<file path="config.mk">
export PLATFORM = sky130hd
export DESIGN_NAME = tfm_round_div
export DESIGN_NICKNAME = d
export VERILOG_FILES = /design/src/hw/rtl/tfm_pkg.sv /design/src/hw/rtl/tfm_round_div.sv
export SDC_FILE = /design/constraint.sdc
export NUM_CORES = 1
export LEC_CHECK = 0
export ABC_AREA = 1
export CAP_MARGIN = 25
export CORE_MARGIN = 3
export CORE_UTILIZATION = 67
export CTS_CLUSTER_DIAMETER = 60
export CTS_CLUSTER_SIZE = 20
export DETAILED_ROUTE_END_ITERATION = 8
export DONT_BUFFER_PORTS = 1
export PLACE_DENSITY_LB_ADDON = 0.05
export SLEW_MARGIN = 25
export SYNTH_ARGS = -nofsm -noshare
export SYNTH_HDL_FRONTEND = slang
export SYNTH_SLANG_ARGS = --single-unit
</file>
<file path="constraint.sdc">
create_clock -name clk -period 6.08 [get_ports clk]
set_clock_uncertainty 0.15 [all_clocks]
set_input_delay 0 -clock clk [delete_from_list [all_inputs] [get_ports clk]]
set_output_delay 0 -clock clk [all_outputs]
set_load 0.02 [all_outputs]
</file>
<file path="src/hw/rtl/tfm_pkg.sv">
// Shared types, widths, register codes and the reciprocal table for the
// temporal frame mean block. No dependencies.
`default_nettype none

package tfm_pkg;

    localparam int PIX_W       = 8;
    localparam int SUM_W       = 12;
    localparam int WIN_W       = 5;
    localparam int FRAME_W     = 17;
    localparam int CFG_IDX_W   = 2;
    localparam int CFG_DATA_W  = 17;
    localparam int RECIP_SHIFT = 17;
    localparam int RECIP_W     = 17;
    localparam int WIN_MIN     = 2;

    localparam logic [CFG_IDX_W-1:0] REG_WINDOW_SIZE  = 2'd0;
    localparam logic [CFG_IDX_W-1:0] REG_FRAME_PIXELS = 2'd1;

    // One running-sum word handed to the rounding divider.
    typedef struct packed {
        logic             valid;
        logic             last;
        logic [SUM_W-1:0] sum;
    } tfm_sum_word_t;

    // Divider settings, stable while a stream runs.
    typedef struct packed {
        logic [WIN_W-1:0]   window;
        logic [RECIP_W-1:0] recip;
    } tfm_div_cfg_t;

    // ceil(2^17 / w); floor(sum * recip >> 17) is the exact quotient for
    // every 12-bit sum and every w from 2 to 31.
    function automatic logic [RECIP_W-1:0] recip_lookup(input logic [WIN_W-1:0] w);
        logic [RECIP_W-1:0] r;
        begin
            case (w)
                5'd3:    r = 17'd43691;
                5'd4:    r = 17'd32768;
                5'd5:    r = 17'd26215;
                5'd6:    r = 17'd21846;
                5'd7:    r = 17'd18725;
                5'd8:    r = 17'd16384;
                5'd9:    r = 17'd14564;
                5'd10:   r = 17'd13108;
                5'd11:   r = 17'd11916;
                5'd12:   r = 17'd10923;
                5'd13:   r = 17'd10083;
                5'd14:   r = 17'd9363;
                5'd15:   r = 17'd8739;
                5'd16:   r = 17'd8192;
                5'd17:   r = 17'd7711;
                5'd18:   r = 17'd7282;
                5'd19:   r = 17'd6899;
                5'd20:   r = 17'd6554;
                5'd21:   r = 17'd6242;
                5'd22:   r = 17'd5958;
                5'd23:   r = 17'd5699;
                5'd24:   r = 17'd5462;
                5'd25:   r = 17'd5243;
                5'd26:   r = 17'd5042;
                5'd27:   r = 17'd4855;
                5'd28:   r = 17'd4682;
                5'd29:   r = 17'd4520;
                5'd30:   r = 17'd4370;
                5'd31:   r = 17'd4229;
                default: r = 17'd65536;
            endcase
            return r;
        end
    endfunction

endpackage

`default_nettype wire

</file>
<file path="src/hw/rtl/tfm_round_div.sv">
// Rounding divider: sum / window, round half to even, with an output register.
// Two stages plus output register; uses tfm_pkg.
`default_nettype none

module tfm_round_div
    import tfm_pkg::*;
(
    input  wire logic          clk,
    input  wire logic          rst_n,
    input  wire tfm_sum_word_t sum_word,
    output logic               sum_ready,
    input  wire tfm_div_cfg_t  div_cfg,
    output logic               mean_valid,
    input  wire logic          mean_stall,
    output logic [PIX_W-1:0]   mean_pixel,
    output logic               frame_end
);

    logic             s2_valid_reg;
    logic             s2_last_reg;
    logic [SUM_W-1:0] s2_sum_reg;
    logic             s3_valid_reg;
    logic             s3_last_reg;
    logic [SUM_W-1:0] s3_sum_reg;
    logic [SUM_W-1:0] s3_q_reg;
    logic             out_valid_reg;
    logic             out_last_reg;
    logic [PIX_W-1:0] out_mean_reg;

    logic                     out_ready;
    logic                     s3_ready;
    logic                     s2_ready;
    logic [SUM_W+RECIP_W-1:0] prod;
    logic [SUM_W-1:0]         quot;
    logic [SUM_W+WIN_W-1:0]   qw;
    logic [SUM_W-1:0]         rem;
    logic [WIN_W:0]           rem_x2;
    logic                     round_up;
    logic [PIX_W-1:0]         mean;

    assign out_ready = !out_valid_reg || !mean_stall;
    assign s3_ready  = !s3_valid_reg || out_ready;
    assign s2_ready  = !s2_valid_reg || s3_ready;
    assign sum_ready = s2_ready;

    // quotient by reciprocal multiply
    assign prod = {{RECIP_W{1'b0}}, s2_sum_reg} * {{SUM_W{1'b0}}, div_cfg.recip};
    assign quot = prod[RECIP_SHIFT +: SUM_W];

    // remainder is below the window, so its low bits carry it
    assign qw       = {{WIN_W{1'b0}}, s3_q_reg} * {{SUM_W{1'b0}}, div_cfg.window};
    assign rem      = s3_sum_reg - qw[SUM_W-1:0];
    assign rem_x2   = {rem[WIN_W-1:0], 1'b0};
    assign round_up = (rem_x2 > {1'b0, div_cfg.window})
                   || ((rem_x2 == {1'b0, div_cfg.window}) && s3_q_reg[0]);
    assign mean     = s3_q_reg[PIX_W-1:0] + {{(PIX_W-1){1'b0}}, round_up};

    always_ff @(posedge clk or negedge rst_n)
    begin
        if (!rst_n)
        begin
            s2_valid_reg  <= 1'b0;
            s3_valid_reg  <= 1'b0;
            out_valid_reg <= 1'b0;
        end
        else
        begin
            if (s2_ready)
            begin
                s2_valid_reg <= sum_word.valid;
            end
            if (s3_ready)
            begin
                s3_valid_reg <= s2_valid_reg;
            end
            if (out_ready)
            begin
                out_valid_reg <= s3_valid_reg;
            end
        end
    end

    always_ff @(posedge clk)
    begin
        if (s2_ready && sum_word.valid)
        begin
            s2_sum_reg  <= sum_word.sum;
            s2_last_reg <= sum_word.last;
        end
        if (s3_ready && s2_valid_reg)
        begin
            s3_sum_reg  <= s2_sum_reg;
            s3_q_reg    <= quot;
            s3_last_reg <= s2_last_reg;
        end
        if (out_ready && s3_valid_reg)
        begin
            out_mean_reg <= mean;
            out_last_reg <= s3_last_reg;
        end
    end

    assign mean_valid = out_valid_reg;
    assign mean_pixel = out_mean_reg;
    assign frame_end  = out_last_reg;

endmodule

`default_nettype wire

</file>
Word-level counts from Yosys, hierarchy flattened
Index checks and enable logic that the tools add are counted.
- order comparisons: 1
- reduce and logical (&&, ||, !) cells: 12
- equal/unequal tests: 1
- multipliers: 2
- $add $sub $neg: 2
- operators by type and width (kind ; count):
    12-bit by 17-bit multiplier with 29-bit output ; 1
    12-bit by 5-bit multiplier with 5-bit output ; 1
    8-bit by 1-bit adder with 8-bit output ; 1
    6-bit by 5-bit == test with 1-bit output ; 1
    6-bit by 5-bit > comparator with 1-bit output ; 1
    5-bit subtractor ; 1
    1-bit logical AND ; 4
    1-bit zero test ; 4
    1-bit logical OR ; 4
- logic and storage cells: 28
- flip-flop bits (word level): 43

Logic depth before layout (Yosys ltp)
- depth after elaboration: 6
- depth in mapped cells: 24

Least setup slack after synthesis
Ideal clock, no wire load.
- path type: flip-flop to flip-flop
- start: reg s2_sum_reg[6]
- end: reg s3_q_reg[6] (data pin)
- setup slack: 1.028 ns
- arrival time: 4.650 ns
- clock period less this slack: 5.052 ns
- cell stages (with the launch flop): 20
- buffers on the path: 2
- data required time: 5.677 ns
- path through: edfxtp_1 clkbuf_1 clkbuf_1 nand2_1 fa_1 inv_1 fa_1 fa_1 fa_1 inv_1 fa_1 inv_1 ha_1 a21o_1 a21boi_0 o21ai_0 nand3_1 nand3_1 nand2_1 nand2_1
- cells in the longest elaborated chain, start to end: 1
- RTL lines (what ; RTL line ; RTL):
    start, declared ; tfm_round_div.sv:21 ; logic [SUM_W-1:0] s2_sum_reg;
    start signal, assigned ; tfm_round_div.sv:87 ; s2_sum_reg <= sum_word.sum;
    12-bit by 17-bit multiplier with 29-bit output ; tfm_round_div.sv:47 ; assign prod = {{RECIP_W{1'b0}}, s2_sum_reg} * {{SUM_W{1'b0}}, div_cfg.recip};
    via prod[23] ; tfm_round_div.sv:33 ; logic [SUM_W+RECIP_W-1:0] prod;
    end signal, assigned ; tfm_round_div.sv:93 ; s3_q_reg <= quot;
    end, declared ; tfm_round_div.sv:25 ; logic [SUM_W-1:0] s3_q_reg;
The timed path passes the listed nets, and every way through them passes these cells.
A chain may end at the register's enable or synchronous reset.

Worst setup path in the final report
- start: reg s2_sum_reg[3]
- end: reg s3_q_reg[6] (data pin)
The elaborated chain is that of the path after synthesis.

==> qor.txt <==
Pleak -> 4.78 nW
Die Ht -> 116 um
Die W -> 116 um
Post-Synthesis Cells -> 1,010
r2r worst-path depth -> 17
hold path start -> mean_stall
worst-skew pair later-pin latency -> 0.28 ns
Final Hold Viols -> 0
I/O pins -> 50
Worst Tran Pin Value -> 0.851 ns
DRC Markers -> 0
Hold EP -> mean_pixel[6]
Max clock buf depth -> 2
Die ar. -> 13,400 sq um
max reg flops -> 12
FFs w/ async S/R, synth -> 0.0769
Synth-to-Final Area Change -> 4.70%
CP Launch Type -> flip-flop
leading cell types in the layout, fill and taps excluded -> nand2_1 (294), inv_1 (285), fa_1 (147), ha_1 (61), edfxtp_1 (36)
Power Density -> 557 nW/um^2
status -> completed
CTS tree -> yes
EDFF count, synth -> 36
Worst-path clk slew -> 0.06 ns
cts bufs inserted -> 5
syn_nets -> 1,257
max_slew headroom -> 0.433
Starting DRT DRC Count -> 401
wire per inst -> 15.2 um
Hold WC Path Type -> in -> reg
Post CTS Setup Buffer Count -> 0
H-tree levels -> 2
total core area -> 11,600 sq um
reg-to-reg slack, setup -> 0.60 ns
RSZ-0062 raised after global routing -> false
Post-synth top flop -> edfxtp_1
Seq cells post-synth -> 39
Synth Area in Compound Gates -> 0.0336
root buffer cell -> clkbuf_16
final setup vio count -> 0
GRT Overall Usage -> 0.283
r2r endpoint -> s3_q_reg[6]
Fillers -> 922
final worst slack -> 0.598 ns
RR Startpoint -> s2_sum_reg[3]
max_cap viols -> 0
Unique masters post-synth -> 35
Starting Density -> 0.696
Post-DP HPWL -> 14,200 um
TNS Setup -> 0 ns
mux contribution to synthesized area -> 0.00124
Placement Rows -> 39
initial antenna violation count -> 0
vias in the first global route -> 6,461
global-route wire length before repair -> 29,700 um
mapped cell area -> 8050 sq um
drt via density -> 5.39
sequential-to-total area share from yosys stat -> 0.144
Synth warnings -> 0
Synth Area in Adders -> 0.461
Max IR drop VDD -> 0.462 mV
Pre-antenna DRT Iters -> 5
via count -> 6,149
Synth Area in Simple Gates -> 0.182
fin util -> 0.729
Final Power -> 4.70 mW
routed wire length -> 17,400 um
Slew Limit Fails -> 0
n_diodes -> 0
layout cells sized above 1 -> 0.0171
commonest non-fill, non-tap cell in the layout -> nand2_1
WP data arrival -> 5.36 ns
grt ovf -> 0
Synth Area in XOR/XNOR -> 0.0261
largest net degree at the start of global routing -> 19
CP required -> 5.95 ns
Worst Hold Slack -> 0.0177 ns
dpl ws -> 0.656 ns
Mapped Avg Cell Area -> 7.97 sq um
Clock Sinks -> 39
Max FO, Critical Path -> 18
Worst Hold Depth -> 1
placer congestion estimate -> 0.968
antenna-violating nets left -> 0
Final period util -> 0.902
Setup crit end kind -> flip-flop
Final #Nets -> 1,243
fmax -> 182 MHz
critical setup path kind -> reg -> reg
fin crit period -> 5.48 ns
Port Buffers -> 0
combinational family with the most area after synthesis -> adder cells
## repair_timing
item | CTS | global route
setup endpoints to repair | 0 | 0
hold endpoints to repair | 19 | 0
resized for setup | 0 | 0
hold buffers | 17 | 0
## layout make-up
class                      count  area (sq um)  area share
timing repair buffer          19           185      0.0220
tap                          143           179      0.0212
inverter                     285          1070       0.127
clock buffer                   6           139      0.0165
multi-input combinational    646          5660       0.672
clock inverter                 2          35.0     0.00416
sequential                    39          1160       0.137
## report_power, final
group	internal [mW]	switching, mW
combinational	1.45	2.35
sequential	0.473	0.120
clock	0.204	0.0966
## critical path, cell delays in order, from the launching register on
cell and delay (ns):
edfxtp_1 0.88, nand2_1 0.20, fa_1 0.56, fa_1 0.52, inv_1 0.05, fa_1 0.48
fa_1 0.50, inv_1 0.06, fa_1 0.54, inv_1 0.05, ha_1 0.32, a21oi_1 0.20
a21boi_0 0.27, o21ai_0 0.14, nand3_1 0.11, nand3_1 0.07, nand2_1 0.06, nand2_1 0.05
## kinds of logic (layout without fill, tap and decap cells)
group	after synthesis	count (layout)
and+or+nand+nor	366	366
DFF	39	39
adders and majority gates	208	208
muxes	1	1
xor gates and xnor gates	24	24
AOI/OAI and AO/OA	47	47
buffers and inverters	325	312
## metal layers
layer | track usage | up-vias | part of all wire
met5 | 0 | - | 0
met4 | 0.0955 | 0 | 0.038
met3 | 0.0433 | 61 | 0.063
met2 | 0.492 | 215 | 0.49
met1 | 0.366 | 2990 | 0.41
li1 | - | 2883 | -
## synth_stat cells, drive strengths merged, types with 2 or more instances
library cell  number  area, sq um
buf                5         30.0
o21ai             12         60.1
clkbuf            35          133
fa               147         2940
xnor2             11         96.3
nand4              7         43.8
ha                61          763
o21bai             2         18.8
xor2              13          114
inv              285         1070
nand2            297         1130
a21oi             22          110
a21o               6         45.0
dfrtp              3         75.1
edfxtp            36         1080
nor3               7         35.0
nand3             25          125
nor2              27          111
## worst max-delay path by stage
stage,slack [ns],endpoint,depth (start not counted),start
2_1_floorplan,1.03,s3_q_reg[6],19,s2_sum_reg[6]
3_3_place_gp,0.77,s3_q_reg[6],17,s2_sum_reg[3]
3_5_place_dp,0.66,s3_q_reg[6],17,s2_sum_reg[3]
4_1_cts,0.65,s3_q_reg[6],17,s2_sum_reg[3]
5_1_grt,0.30,s3_q_reg[6],18,s2_sum_reg[3]
6_report,0.60,s3_q_reg[6],17,s2_sum_reg[3]
## per-stage QoR
stage               cells  area, sq um
finish               1140         8430
global route         1140         8430
CTS                  1140         8420
detailed placement   1115         8080
global placement     1115         8080
floorplan            1010         8050
(Power assumes the default switching activity.)
